[config.mk]
export PLATFORM = sky130hd
export DESIGN_NAME = lru_key_value_cache
export DESIGN_NICKNAME = d
export VERILOG_FILES = /design/src/rtl/lkvc_pkg.sv /design/src/rtl/lkvc_cell.sv /design/src/rtl/lru_key_value_cache.sv
export SDC_FILE = /design/constraint.sdc
export NUM_CORES = 1
export LEC_CHECK = 0
export BUFFER_PORTS_ARGS = -buffer_cell sky130_fd_sc_hd__buf_2
export CAP_MARGIN = 25
export CORE_MARGIN = 3
export CORE_UTILIZATION = 60
export DETAILED_ROUTE_END_ITERATION = 10
export PLACE_DENSITY = 0.77
export RECOVER_POWER = 50
export SLEW_MARGIN = 20
export SYNTH_ARGS = -nofsm -noshare
export SYNTH_HDL_FRONTEND = slang
export SYNTH_HIERARCHICAL = 1
export SYNTH_SLANG_ARGS = --single-unit
[constraint.sdc]
create_clock -name clock -period 25.6 [get_ports clock]
set_clock_uncertainty 0.1 [all_clocks]
set_input_delay 1.28 -clock clock [delete_from_list [all_inputs] [get_ports clock]]
set_output_delay 1.28 -clock clock [all_outputs]
set_load 0.03 [all_outputs]
[src/rtl/lkvc_pkg.sv]
`timescale 1ns / 1ps
`default_nettype none
// ----------------------------------------------------------------------------
// lkvc_pkg: shared types and constants for the LRU key-value cache
// Item formats of both channels, the cell command and status structs and the
// sizes of the cell row.
// ----------------------------------------------------------------------------
package lkvc_pkg;

   localparam int ENTRIES = 16;
   localparam int RANK_W  = (ENTRIES > 1) ? $clog2(ENTRIES) : 1;
   localparam int COUNT_W = $clog2(ENTRIES + 1);
   localparam int CAP_W   = 5;
   localparam int KEY_W   = 32;
   localparam int VAL_W   = 32;

   localparam logic [CAP_W-1:0] CAPACITY_RESET = CAP_W'(16);

   localparam logic REQ_GET = 1'b0;
   localparam logic REQ_SET = 1'b1;

   typedef struct packed {
      logic                    req_type;
      logic signed [KEY_W-1:0] key;
      logic signed [VAL_W-1:0] value;
   } req_item_type;

   typedef struct packed {
      logic                    found;
      logic signed [VAL_W-1:0] read_value;
      logic                    evicted;
   } rsp_item_type;

   // Broadcast from the controller to every cell.
   typedef struct packed {
      logic              clear;
      logic              lookup;
      logic              update;
      logic              is_set;
      logic              hit;
      logic              evict;
      logic [RANK_W-1:0] hit_rank;
      logic [RANK_W-1:0] victim_rank;
      logic [KEY_W-1:0]  key;
      logic [VAL_W-1:0]  value;
   } cell_cmd_type;

   // A cell drives its rank and value only when its key matched.
   typedef struct packed {
      logic              match;
      logic [RANK_W-1:0] hit_rank;
      logic [VAL_W-1:0]  hit_value;
   } cell_status_type;

endpackage
`default_nettype wire

[src/rtl/lkvc_cell.sv]
`timescale 1ns / 1ps
`default_nettype none
// ----------------------------------------------------------------------------
// lkvc_cell: one entry of the cache
// Holds a key, a value, a valid bit and a recency rank. Compares its key in
// the lookup phase and applies promotion, aging or insertion in the update
// phase. A free-cell token runs along the row so the lowest free cell wins.
// ----------------------------------------------------------------------------
module lkvc_cell
   import lkvc_pkg::*;
(
   input  wire logic            clock,
   input  wire logic            reset,
   input  wire cell_cmd_type    cmd,
   input  wire logic            free_before_in,
   output logic                 free_before_out,
   output cell_status_type      status
);

   logic              valid_ff, valid_in;
   logic              match_ff, match_in;
   logic [RANK_W-1:0] rank_ff, rank_in;
   logic [KEY_W-1:0]  key_ff, key_in;
   logic [VAL_W-1:0]  value_ff, value_in;
   logic              is_target;
   logic              is_victim;
   logic              take;

   assign free_before_out = free_before_in | ~valid_ff;
   assign is_target       = ~valid_ff & ~free_before_in;
   assign is_victim       = valid_ff & (rank_ff == cmd.victim_rank);
   assign take            = cmd.evict ? is_victim : is_target;

   always_comb begin
      valid_in = valid_ff;
      match_in = match_ff;
      rank_in  = rank_ff;
      key_in   = key_ff;
      value_in = value_ff;
      if (cmd.clear) begin
         valid_in = 1'b0;
         match_in = 1'b0;
         rank_in  = '0;
      end else if (cmd.lookup) begin
         match_in = valid_ff & (key_ff == cmd.key);
      end else if (cmd.update) begin
         if (cmd.hit) begin
            if (match_ff) begin
               rank_in = '0;
               if (cmd.is_set) begin
                  value_in = cmd.value;
               end
            end else if (valid_ff && (rank_ff < cmd.hit_rank)) begin
               rank_in = rank_ff + RANK_W'(1);
            end
         end else if (cmd.is_set) begin
            if (take) begin
               valid_in = 1'b1;
               key_in   = cmd.key;
               value_in = cmd.value;
               rank_in  = '0;
            end else if (valid_ff) begin
               rank_in = rank_ff + RANK_W'(1);
            end
         end
      end
   end

   always_ff @(posedge clock) begin
      if (reset) begin
         valid_ff <= 1'b0;
         match_ff <= 1'b0;
         rank_ff  <= '0;
      end else begin
         valid_ff <= valid_in;
         match_ff <= match_in;
         rank_ff  <= rank_in;
      end
   end

   always_ff @(posedge clock) begin
      key_ff   <= key_in;
      value_ff <= value_in;
   end

   assign status.match     = match_ff;
   assign status.hit_rank  = match_ff ? rank_ff : '0;
   assign status.hit_value = match_ff ? value_ff : '0;

endmodule
`default_nettype wire

[src/rtl/lru_key_value_cache.sv]
`timescale 1ns / 1ps
`default_nettype none
// ----------------------------------------------------------------------------
// lru_key_value_cache: fully associative key-value store, LRU replacement
// Requests enter on req_valid/req_ready as req_item_type items (get or set
// with key and value). Each request gives one rsp_item_type item on
// rsp_valid/rsp_ready: found, the read value on a get hit, and whether a set
// evicted the least recent entry.
// An item passes through three steps: the accept step, a lookup step in which
// every cell compares the key in parallel, and an update step in which the
// cells promote, age or insert. The result is registered in the update step,
// and a new item is accepted only once the last one has left that step.
// The result sits in an output register, so a new item is taken while it
// waits; a stalled receiver holds back only the update step of the next one.
// csr_capacity writes the capacity (1 to 16; zero reads as one, above 16 as
// 16) and clears the store. Reset empties the store and sets capacity to 16.
// ----------------------------------------------------------------------------
module lru_key_value_cache
   import lkvc_pkg::*;
(
   input  wire logic             clock,
   input  wire logic             reset,
   input  wire logic             req_valid,
   output logic                  req_ready,
   input  wire req_item_type     req_item,
   output logic                  rsp_valid,
   input  wire logic             rsp_ready,
   output rsp_item_type          rsp_item,
   input  wire logic             csr_valid,
   output logic                  csr_ready,
   input  wire logic [CAP_W-1:0] csr_capacity
);

   typedef enum logic [1:0] {
      ST_IDLE,
      ST_LOOKUP,
      ST_UPDATE
   } state_type;

   state_type          state_ff, state_in;
   logic               rsp_valid_ff;
   rsp_item_type       rsp_item_ff, rsp_item_in;
   req_item_type       req_ff;
   logic [CAP_W-1:0]   cap_ff;
   logic [COUNT_W-1:0] count_ff, count_in;
   logic [COUNT_W-1:0] cap_eff;
   logic               accept;
   logic               clear;
   logic               update_en;
   logic               hit;
   logic               evict;
   logic [RANK_W-1:0]  hit_rank;
   logic [VAL_W-1:0]   hit_value;
   cell_cmd_type       cmd;
   cell_status_type    cell_status [ENTRIES];
   logic [ENTRIES:0]   free_chain;

   assign csr_ready = (state_ff == ST_IDLE);
   assign clear     = csr_valid & csr_ready;
   // A pending configuration write goes first.
   assign req_ready = (state_ff == ST_IDLE) & ~csr_valid;
   assign accept    = req_valid & req_ready;
   assign update_en = (state_ff == ST_UPDATE) & (~rsp_valid_ff | rsp_ready);

   always_comb begin
      if (cap_ff == '0) begin
         cap_eff = COUNT_W'(1);
      end else if (int'(cap_ff) > ENTRIES) begin
         cap_eff = COUNT_W'(ENTRIES);
      end else begin
         cap_eff = COUNT_W'(cap_ff);
      end
   end

   always_comb begin
      hit       = 1'b0;
      hit_rank  = '0;
      hit_value = '0;
      for (int i = 0; i < ENTRIES; i++) begin
         hit       = hit | cell_status[i].match;
         hit_rank  = hit_rank | cell_status[i].hit_rank;
         hit_value = hit_value | cell_status[i].hit_value;
      end
   end

   assign evict = (count_ff >= cap_eff);

   always_comb begin
      cmd.clear       = clear;
      cmd.lookup      = (state_ff == ST_LOOKUP);
      cmd.update      = update_en;
      cmd.is_set      = (req_ff.req_type == REQ_SET);
      cmd.hit         = hit;
      cmd.evict       = evict;
      cmd.hit_rank    = hit_rank;
      // Ranks of valid cells are exactly 0 to count-1, so the oldest is count-1.
      cmd.victim_rank = RANK_W'(count_ff - COUNT_W'(1));
      cmd.key         = req_ff.key;
      cmd.value       = req_ff.value;
   end

   assign free_chain[0] = 1'b0;

   for (genvar g = 0; g < ENTRIES; g++) begin : g_cell
      lkvc_cell u_cell (
         .clock           (clock),
         .reset           (reset),
         .cmd             (cmd),
         .free_before_in  (free_chain[g]),
         .free_before_out (free_chain[g+1]),
         .status          (cell_status[g])
      );
   end

   always_comb begin
      rsp_item_in.found      = hit;
      rsp_item_in.read_value = (hit && (req_ff.req_type == REQ_GET)) ? hit_value : '0;
      rsp_item_in.evicted    = ~hit & (req_ff.req_type == REQ_SET) & evict;
   end

   always_comb begin
      count_in = count_ff;
      if (clear) begin
         count_in = '0;
      end else if (update_en && !hit && (req_ff.req_type == REQ_SET) && !evict) begin
         count_in = count_ff + COUNT_W'(1);
      end
   end

   always_comb begin
      state_in = state_ff;
      unique case (state_ff)
         ST_IDLE: begin
            if (accept) begin
               state_in = ST_LOOKUP;
            end
         end
         ST_LOOKUP: begin
            state_in = ST_UPDATE;
         end
         ST_UPDATE: begin
            if (update_en) begin
               state_in = ST_IDLE;
            end
         end
         default: begin
            state_in = ST_IDLE;
         end
      endcase
   end

   always_ff @(posedge clock) begin
      if (reset) begin
         state_ff     <= ST_IDLE;
         rsp_valid_ff <= 1'b0;
         cap_ff       <= CAPACITY_RESET;
         count_ff     <= '0;
      end else begin
         state_ff <= state_in;
         count_ff <= count_in;
         if (clear) begin
            cap_ff <= csr_capacity;
         end
         if (update_en) begin
            rsp_valid_ff <= 1'b1;
         end else if (rsp_ready) begin
            rsp_valid_ff <= 1'b0;
         end
      end
   end

   always_ff @(posedge clock) begin
      if (accept) begin
         req_ff <= req_item;
      end
      if (update_en) begin
         rsp_item_ff <= rsp_item_in;
      end
   end

   assign rsp_valid = rsp_valid_ff;
   assign rsp_item  = rsp_item_ff;

endmodule
`default_nettype wire

# Word-level counts from Yosys, hierarchy flattened
# Index checks and enable logic that the tools add are counted.
# word_totals
in_bits	75
output_inout_bits	37
ff_bits	1232
# classes
magnitude_cmp	18
eq_ne	84
addsub	18
bitwise	149
n_mux	216
reduce_logical	124
# ops
operator	n
32-bit 2-to-1 mux	81
32-bit equality test	16
32-bit bitwise OR	15
4-bit 2-to-1 mux	112
5-bit AND reduction	32
7-bit AND reduction	16
6-bit AND reduction	16
4-bit by 1-bit adder with 4-bit output, second input constant	16
4-bit equality test	16
4-bit less-than comparator	16
4-bit bitwise OR	15
1-bit AND	53
3-bit by 1-bit inequality test with 1-bit output, second input constant	16
3-bit nonzero test	16
1-bit inverter	36
2-bit nonzero test	18
2-bit by 1-bit inequality test with 1-bit output, second input constant	17
2-bit inequality test, second input constant	17
1-bit bitwise OR	30
1-bit logical AND	20
1-bit 2-to-1 mux	18
5-bit 2-to-1 mux	2
2-bit one-hot mux with 3 select lines	1
5-bit by 1-bit adder with 5-bit output, second input constant	1
other kinds (11)	13

# Logic depth before layout (Yosys ltp)
# Gate-level depths: netlist (run 1).
# depth
depth_word	21
mapped_depth	20
mapped_depth_nobuf	20

# By module
# Netlist (run 1), hierarchy kept.
# by_module_without_submodules
module	cells_per_inst	n_inst	area_each_um2
lkvc_cell at g_cell[0].u_cell ...	211	15	3050.4
lru_key_value_cache	383	1	5131.2
lkvc_cell at g_cell[14].u_cell	211	1	3051.7

# Worst setup path after synthesis (run 1)
# No wires, ideal clock.
# synth_timing
path_type	reg2reg
from	register g_cell[0].u_cell.valid_ff
to	register g_cell[15].u_cell.key_ff[0], enable pin
t_required_ns	24.999
setup_time_ns	0.501
t_arrival_ns	7.649
path_slack_ns	17.350
path_buffers	0
period_less_slack_ns	8.250
stages_incl_launch_ff	19
path_cell_list	dfxtp_1 -> or2b_1 -> or2b_1 -> or2b_1 -> or2b_1 -> or2b_1 -> or2b_1 -> or2b_1 -> or2b_1 -> or2b_1 -> or2b_1 -> or2b_1 -> or2b_1 -> or2b_1 -> or2b_1 -> or2b_1 -> nor3_1 -> a41oi_1 -> nor4_1
# synth_via
elab_chain_cells	19
# synth_lines
item	line	text
from (decl)	lkvc_cell.sv:20	logic valid_ff, valid_in;
from (signal assigned)	lkvc_cell.sv:75	valid_ff <= valid_in;
1-bit inverter	lkvc_cell.sv:29	assign free_before_out = free_before_in | ~valid_ff;
net free_chain[1]	lru_key_value_cache.sv:56	logic [ENTRIES:0] free_chain;
1-bit bitwise OR	lkvc_cell.sv:29	
net free_chain[2]	lru_key_value_cache.sv:56	
1-bit bitwise OR	lkvc_cell.sv:29	
net free_chain[3]	lru_key_value_cache.sv:56	
1-bit bitwise OR	lkvc_cell.sv:29	
net free_chain[4]	lru_key_value_cache.sv:56	
[... 1 more ...]	-	
net free_chain[5]	lru_key_value_cache.sv:56	
[... 1 more ...]	-	
net free_chain[6]	lru_key_value_cache.sv:56	
[... 1 more ...]	-	
net free_chain[7]	lru_key_value_cache.sv:56	
[... 1 more ...]	-	
net free_chain[8]	lru_key_value_cache.sv:56	
[... 1 more ...]	-	
net free_chain[9]	lru_key_value_cache.sv:56	
[... 1 more ...]	-	
net free_chain[10]	lru_key_value_cache.sv:56	
[... 1 more ...]	-	
net free_chain[11]	lru_key_value_cache.sv:56	
[... 1 more ...]	-	
net free_chain[12]	lru_key_value_cache.sv:56	
[... 1 more ...]	-	
net free_chain[13]	lru_key_value_cache.sv:56	
1-bit bitwise OR	lkvc_cell.sv:29	
net free_chain[14]	lru_key_value_cache.sv:56	
1-bit bitwise OR	lkvc_cell.sv:29	
net free_chain[15]	lru_key_value_cache.sv:56	
1-bit inverter	lkvc_cell.sv:30	assign is_target = ~valid_ff & ~free_before_in;
1-bit AND	lkvc_cell.sv:30	
1-bit 2-to-1 mux	lkvc_cell.sv:32	assign take = cmd.evict ? is_victim : is_target;
6-bit AND reduction (no line)	-	
to (signal assigned)	lkvc_cell.sv:82	key_ff <= key_in;
to (decl)	lkvc_cell.sv:23	logic [KEY_W-1:0] key_ff, key_in;
# The timed path passes the listed nets, and every way through them passes these cells.
# A chain may end at the register's enable or synchronous reset.

# Final worst setup path (run 1)
# layout_timing
from	register g_cell[0].u_cell.valid_ff
to	register g_cell[15].u_cell.value_ff[20], enable pin
# layout_via
elab_chain_cells	20
# layout_lines
item	line	text
1-bit inverter	lkvc_cell.sv:29	
net free_chain[1]	lru_key_value_cache.sv:56	
1-bit bitwise OR	lkvc_cell.sv:29	
net free_chain[2]	lru_key_value_cache.sv:56	
1-bit bitwise OR	lkvc_cell.sv:29	
net free_chain[3]	lru_key_value_cache.sv:56	
1-bit bitwise OR	lkvc_cell.sv:29	
net free_chain[4]	lru_key_value_cache.sv:56	
[... 1 more ...]	-	
net free_chain[5]	lru_key_value_cache.sv:56	
[... 1 more ...]	-	
net free_chain[6]	lru_key_value_cache.sv:56	
[... 1 more ...]	-	
net free_chain[7]	lru_key_value_cache.sv:56	
[... 1 more ...]	-	
net free_chain[8]	lru_key_value_cache.sv:56	
[... 1 more ...]	-	
net free_chain[9]	lru_key_value_cache.sv:56	
[... 1 more ...]	-	
net free_chain[10]	lru_key_value_cache.sv:56	
[... 1 more ...]	-	
net free_chain[11]	lru_key_value_cache.sv:56	
[... 1 more ...]	-	
net free_chain[12]	lru_key_value_cache.sv:56	
[... 1 more ...]	-	
net free_chain[13]	lru_key_value_cache.sv:56	
[... 1 more ...]	-	
net free_chain[14]	lru_key_value_cache.sv:56	
1-bit bitwise OR	lkvc_cell.sv:29	
net free_chain[15]	lru_key_value_cache.sv:56	
1-bit inverter	lkvc_cell.sv:30	
1-bit AND	lkvc_cell.sv:30	
1-bit 2-to-1 mux	lkvc_cell.sv:32	
2-bit nonzero test (no line)	-	
7-bit AND reduction (no line)	-	
to (signal assigned)	lkvc_cell.sv:83	value_ff <= value_in;
to (decl)	lkvc_cell.sv:24	logic [VAL_W-1:0] value_ff, value_in;
# The timed path passes the listed nets, and every way through them passes these cells.

==> results of run 1 <==
## power by group through the flow
stage / Combinational [uW] / Sequential, uW / Clock, uW
after floorplan: 46.2 / 2260 / 0
after global placement: 102 / 2250 / 0
after detailed placement: 104 / 2250 / 0
after CTS: 105 / 2210 / 1730
after global routing: 113 / 2210 / 1800
final: 104 / 2210 / 1700
## metal layers
metal	GRT usage (%)	up-vias
li1	-	14510
met1	34.83	15800
met2	44.51	1175
met3	3.557	282
met4	9.239	0
met5	0	-
## stage by stage
| step | worst slack, ns | util (%) | cells | area [um^2] | hold slack, ns |
|---|---|---|---|---|---|
| floorplan | 17.36 | - | 3761 | 53940 | 0.3471 |
| global placement | 19.46 | 63.70 | 5051 | 56560 | 0.3603 |
| detailed placement | 19.34 | 63.70 | 5051 | 56560 | 0.3682 |
| CTS | 19.27 | 67.97 | 5272 | 60350 | 0.3763 |
| global route | 18.86 | 67.81 | 5272 | 60210 | 0.4212 |
| finish | 19.23 | 67.81 | 5272 | 60210 | 0.3732 |
## final cells by class
class	instances	area, um^2
Clock buffer	148	3148
Clock inverter	73	644.4
Fill cell	5987	28580
Inverter	103	386.6
Multi-Input combinational cell	2340	17480
Sequential cell	1232	35920
Tap cell	1165	1458
Timing Repair Buffer	211	1166
## worst max-delay path, cell delays in order, from the launching register on
cell	delay [ns]
dfxtp_1	0.49
or2b_1	0.30
or2b_1	0.28
or2b_1	0.28
or2b_1	0.28
or2b_1	0.28
or2b_1	0.30
or2b_1	0.29
or2b_1	0.28
or2b_1	0.28
or2b_1	0.29
or2b_1	0.30
or2b_1	0.29
or2b_1	0.30
or2b_1	0.28
or2b_1	0.29
nor2_1	0.17
a22o_1	0.21
a21oi_2	0.07
nor3_2	0.13
buf_4	0.47
## final timing paths
| kind | startpoint | end | slack (ns) | cells after the start |
|---|---|---|---|---|
| setup reg to reg | g_cell[0].u_cell/valid_ff$_SDFFE_PP0P_ | g_cell[15].u_cell/value_ff[20]$_DFFE_PP_ | 19.23 | 20 |
| setup / recovery | g_cell[0].u_cell/valid_ff$_SDFFE_PP0P_ | g_cell[15].u_cell/value_ff[20]$_DFFE_PP_ | 19.23 | 20 |
| hold reg to reg | count_ff[4]$_SDFFE_PP0P_ | count_ff[4]$_SDFFE_PP0P_ | 0.37 | 2 |
| hold / removal | count_ff[4]$_SDFFE_PP0P_ | count_ff[4]$_SDFFE_PP0P_ | 0.37 | 2 |
## state kept, by name (all words and copies together), names as in the netlist
signal                  cells
rsp_valid                   1
count_ff                    5
cap_ff                      5
state_ff                    2
g_cell.u_cell/valid_ff     16
g_cell.u_cell/rank_ff      64
rsp_item                   34
g_cell.u_cell/value_ff    512
g_cell.u_cell/key_ff      512
g_cell.u_cell/match_ff     16
cmd                        65
==> results.md, run 1 <==
* Outcome: finished with violations
* Failing checks: capacitance limit, slew limit
* VDD IR max at 0.00007608 V
* Fraction of layout cells with a size suffix above 1 at between 10% and 20%
* P_leak at 0.01910 uW
* GP Congestion at 0.8478
* CTS H-Tree Depth at 3
* Yosys warning count at 6
* Via density at 6.026
* CP Launch Type: register
* Clock group share of total power at 42.4%
* DP HPWL at 70430 um
* Kind of critical path: reg -> reg
* Row count at 109
* Switching portion of total power at 20.38%
* Die Y at 305.8 um
* IO buf count at 111
* Top routing layer in use: met4
* Setup TNS at 0 ns
* Final nets at around 4200
* CTS tree: done
* Setup bufs post-CTS at 0
* Pwr Total at approximately 4000 uW
* Cell Int Power at 3193 uW
* Die area at 93520 um^2
* DRT Pass-1 Iters at 5
* Reg clk slew, reported paths at 0.07 ns
* Drc violations at 0
* Starting DRT DRC Count at 2646
* RSZ-0062 raised after global routing: false
* Tmin final at 6.367 ns
* Hold-fix buffers, CTS at 0
* Vias post-DR at 31770
* Fmax at approximately 160 MHz
* Commonest non-fill, non-tap cell in the layout: edfxtp_1
* Total CTS buffers at 119
* Clock Path Buffers at 3
* Wire length on met2 at 59850 um
* Initial antenna violation count at 0
* Largest net degree at the start of global routing at 82
* Commonest cells after routing, fill and taps aside: edfxtp_1, and2_1, xnor2_1
* CTS root buf: clkbuf_16
* Final antenna-violating net count at 0
* Syn Std Cell Area at 53930 um^2
* DR WL met3 at 7787 um
* Gr usage total at 26.13%
* Slew @ Worst Pin at 3.886 ns
* Area Overhead vs Synth at 11.64%
* Skew-Pair Late Insertion Delay at ~0.7 ns
* Hold WC Path Type: reg -> reg
* Worst path required time at 25.84 ns
* # diodes at 0
* First-pass GRT wire length at 187900 um
* CTS resizes at 0
* Critical path peak fanout at 32
* Syn_area_per_cell at 14.35 um^2
* Vias in the first global route at ~32000
* Pwr dens at around 67 nW/um^2
* Total gr overflow at 0
* Final period utilization at 24.87%
* Die width at 305.8 um
* Slew headroom at -159.1%
* DRT met1 WL at 49910 um
* Post-Synthesis Cells at 3758
* Crit end category: register
* Clk sink count at between 1000 and 1500
* IO Pins at between 100 and 150
* Endpoints failing setup at 0
* Sw power at between 800 and 900 uW
* WL/cell at 23.08 um
* Critical path arrival at 6.61 ns
* Core footprint at approximately 89000 um^2
* Final hold vios at 0
* Pins Over Slew Limit at 1076
* Starting Density at between 60 and 70%
* Comb pwr share at 2.6%
* Seq pwr share at 55.1%
* Total wire length at 121700 um
* Max-cap violations at 32
Note: power is estimated with default switching activity, not from simulation.
==> run 2, diff against run 1 <==
--- a/config.mk
+++ b/config.mk
@@ -8,9 +8,9 @@
 export BUFFER_PORTS_ARGS = -buffer_cell sky130_fd_sc_hd__buf_2
 export CAP_MARGIN = 25
 export CORE_MARGIN = 3
-export CORE_UTILIZATION = 60
+export CORE_UTILIZATION = 57
 export DETAILED_ROUTE_END_ITERATION = 10
-export PLACE_DENSITY = 0.77
+export PLACE_DENSITY = 0.76
 export RECOVER_POWER = 50
 export SLEW_MARGIN = 20
 export SYNTH_ARGS = -nofsm -noshare
==> constraint.sdc (replaced) <==
create_clock -name clock -period 5.5 [get_ports clock]
set_clock_uncertainty 0.1 [all_clocks]
set_input_delay 0.275 -clock clock [delete_from_list [all_inputs] [get_ports clock]]
set_output_delay 0.275 -clock clock [all_outputs]
set_load 0.03 [all_outputs]
==> results.md, run 2 (synthesis results as in run 1) <==
* Crit path top cell by count: or2b_1
* CP Cell Sequence: or2b_1, or2b_1, or2b_1, or2b_1, or2b_1, or2b_1, or2b_1, or2b_1, or2b_1, or2b_1, or2b_1, or2b_1, or2b_1, or2b_1, or2b_1, nor2_2, a22o_1, a21oi_4, nor3_4, buf_6, buf_12, buf_16
* CTS H-Tree Depth at 3 (unchanged)
* Core footprint at 93610 um^2 (+5.4%)
* Total CTS buffers at 119 (unchanged)
* Setup WS post-layout at -0.07661 ns (-19.31 ns)
* DRT Pass-1 Iters at 5 (unchanged)
* Worst path required time at 5.83 ns (-20.01 ns)
* Die width at 313.6 um (+2.5%)
* Reg clk slew, reported paths at 0.06 ns (about the same)
* CP Launch Type: register
* Final nets at 4273 (+2.9%)
* Vias in the first global route at 31470 (-0.32%)
* Pins Over Slew Limit at 847 (-21%)
* Fmax at 179.3 MHz (+14%)
* CP max stage delay at 0.34 ns (-0.15 ns)
* Total wire length at 121700 um (about the same)
* IO Pins at 112 (unchanged)
* Final period utilization at 101.4% (+77 points)
* Hold_sp: req_item[21]
* Via density at 5.852 (-2.9%)
* Area Overhead vs Synth at 14.68%
* Outcome: finished with violations
* Number of filler cells placed in the layout at 6555 (+9.5%)
* DP HPWL at 70950 um (+0.73%)
* Starting Density at 57.61% (-3.1 points)
* Slew headroom at -81.60% (+77 points)
* Initial antenna violation count at 3 (+3)
* Area after DPL at 57100 um^2 (+0.96%)
* Pwr Total at 18620 uW (+360%)
* Switching portion of total power at 20.69% (+0.31 points)
* First-pass GRT wire length at 186100 um (-0.93%)
* Tmin final at 5.577 ns (-0.7903 ns)
* Fraction of layout cells with a size suffix above 1 at 12.79% (+0.22 points)
* Comb pwr share at 2.8% (+0.2 points)
* Sw power at 3853 uW (+370%)
* Die area at 98350 um^2 (+5.2%)
* Max-cap violations at 27 (-16%)
* IO buf count at 111 (unchanged)
* Kind of critical path: reg -> reg
* Origin of the worst setup path: g_cell[0].u_cell/valid_ff$_SDFFE_PP0P_
* Endpoints failing setup at 60 (+60)
* Commonest non-fill, non-tap cell in the layout: edfxtp_1
* Vias post-DR at 32110 (+1.1%)
* Drc violations at 0 (unchanged)
* Final hold vios at 0 (unchanged)
* Critical path peak fanout at 8 (-75%)
* Clock group share of total power at 42.0% (-0.4 points)
* Commonest cells after routing, fill and taps aside: edfxtp_1, and2_1, xnor2_1
* Slew @ Worst Pin at 2.724 ns (-1.162 ns)
* CTS tree: done
* Fin area at 61850 um^2 (+2.7%)
* Seq pwr share at 55.2% (about the same)
* Total gr overflow at 0 (unchanged)
* Pwr dens at 301.1 nW/um^2 (+350%)
* Reg2reg start: g_cell[0].u_cell/valid_ff$_SDFFE_PP0P_
* Crit end category: register
* Starting DRT DRC Count at 2636 (-0.38%)
* Critical path arrival at 5.91 ns (-0.70 ns)
* CTS root buf: clkbuf_16
* RSZ-0062 raised after global routing: true
* Clock Path Buffers at 3 (unchanged)
* Gr usage total at 24.66% (-1.5 points)
* GP Congestion at 0.8470 (about the same)
* VDD IR max at 0.0003517 V (+360%)
* Clk sink count at 1232 (unchanged)
* Crit-path slowest cell: dfxtp_4
* Die Y at 313.6 um (+2.5%)
* Row count at 112 (+2.8%)
* Failing checks: capacitance limit, slew limit, setup timing
* Final antenna-violating net count at 0 (unchanged)
* Largest net degree at the start of global routing at 82 (unchanged)
* Cell Int Power at 14770 uW (+360%)
* Skew-Pair Late Insertion Delay at 0.73 ns (about the same)
* P_leak at 0.01969 uW (+3.1%)
* WL/cell at 22.19 um (-3.9%)
* Hold WC Path Type: in -> reg
* Setup TNS at -2.108 ns (-2.108 ns)
## run 2: worst max-delay path: cells and delay by family, from the launching register on
kind	cells	cell delay, ns
AND/OR/NAND/NOR	17	4.20
buffers and inverters	3	0.38
flip-flops	1	0.34
AO/OA/AOI/OAI	2	0.26
## run 2: worst paths after layout
check                                                   to  slack (ns)  cells past startpoint
hold reg to reg                   count_ff[4]$_SDFFE_PP0P_        0.37                      2
setup reg to reg  g_cell[15].u_cell/value_ff[15]$_DFFE_PP_       -0.08                     22
setup / recovery  g_cell[15].u_cell/value_ff[15]$_DFFE_PP_       -0.08                     22
hold / removal                           cmd[21]$_DFFE_PP_        0.16                      2
## run 2: what timing repair did
item,CTS,global route
gates cloned,2,4
setup endpoints to repair,33,106
pin swaps,2,7
gates resized for setup,3,11
hold endpoints to repair,73,0
hold buffers,77,0
setup buffers,11,8
## run 2: power groups by stage
stage	sequential (uW)	combinational [uW]	clock, uW
floorplan	10500	220	0
finish	10300	520	7820
CTS	10300	526	7950
detailed placement	10500	480	0
global placement	10500	470	0
global route	10300	561	8320
## run 2: cell type report
| class | count | area [um^2] | area share [%] |
|---|---|---|---|
| Tap cell | 1254 | 1569 | 2.537 |
| Antenna cell | 1 | 2.502 | 0.004046 |
| Multi-Input combinational cell | 2340 | 17680 | 28.59 |
| Inverter | 103 | 390.4 | 0.6312 |
| Timing Repair Buffer | 331 | 2495 | 4.034 |
| Clock buffer | 153 | 3156 | 5.102 |
| Sequential cell | 1232 | 35930 | 58.09 |
| Clock inverter | 72 | 626.9 | 1.014 |
## run 2: routing by layer
| metal | share of wire (%) | vias to the layer above | global-route usage (%) |
|---|---|---|---|
| li1 | - | 14770 | - |
| met1 | 42 | 16140 | 33.00 |
| met2 | 49 | 955 | 41.92 |
| met3 | 5.3 | 241 | 3.105 |
| met4 | 3.4 | 2 | 8.605 |
| met5 | 0.0066 | - | 0 |
## run 2: per-stage QoR
step	hold slack [ns]	std cells	utilization [%]	setup WS (ns)
floorplan	0.2739	3761	-	-0.8087
global placement	0.3511	5158	61.00	0.06138
detailed placement	0.3531	5158	61.00	-0.05085
CTS	0.06443	5473	66.02	-0.02111
global route	0.1469	5485	66.07	-0.2665
finish	0.1607	5486	66.07	-0.07661
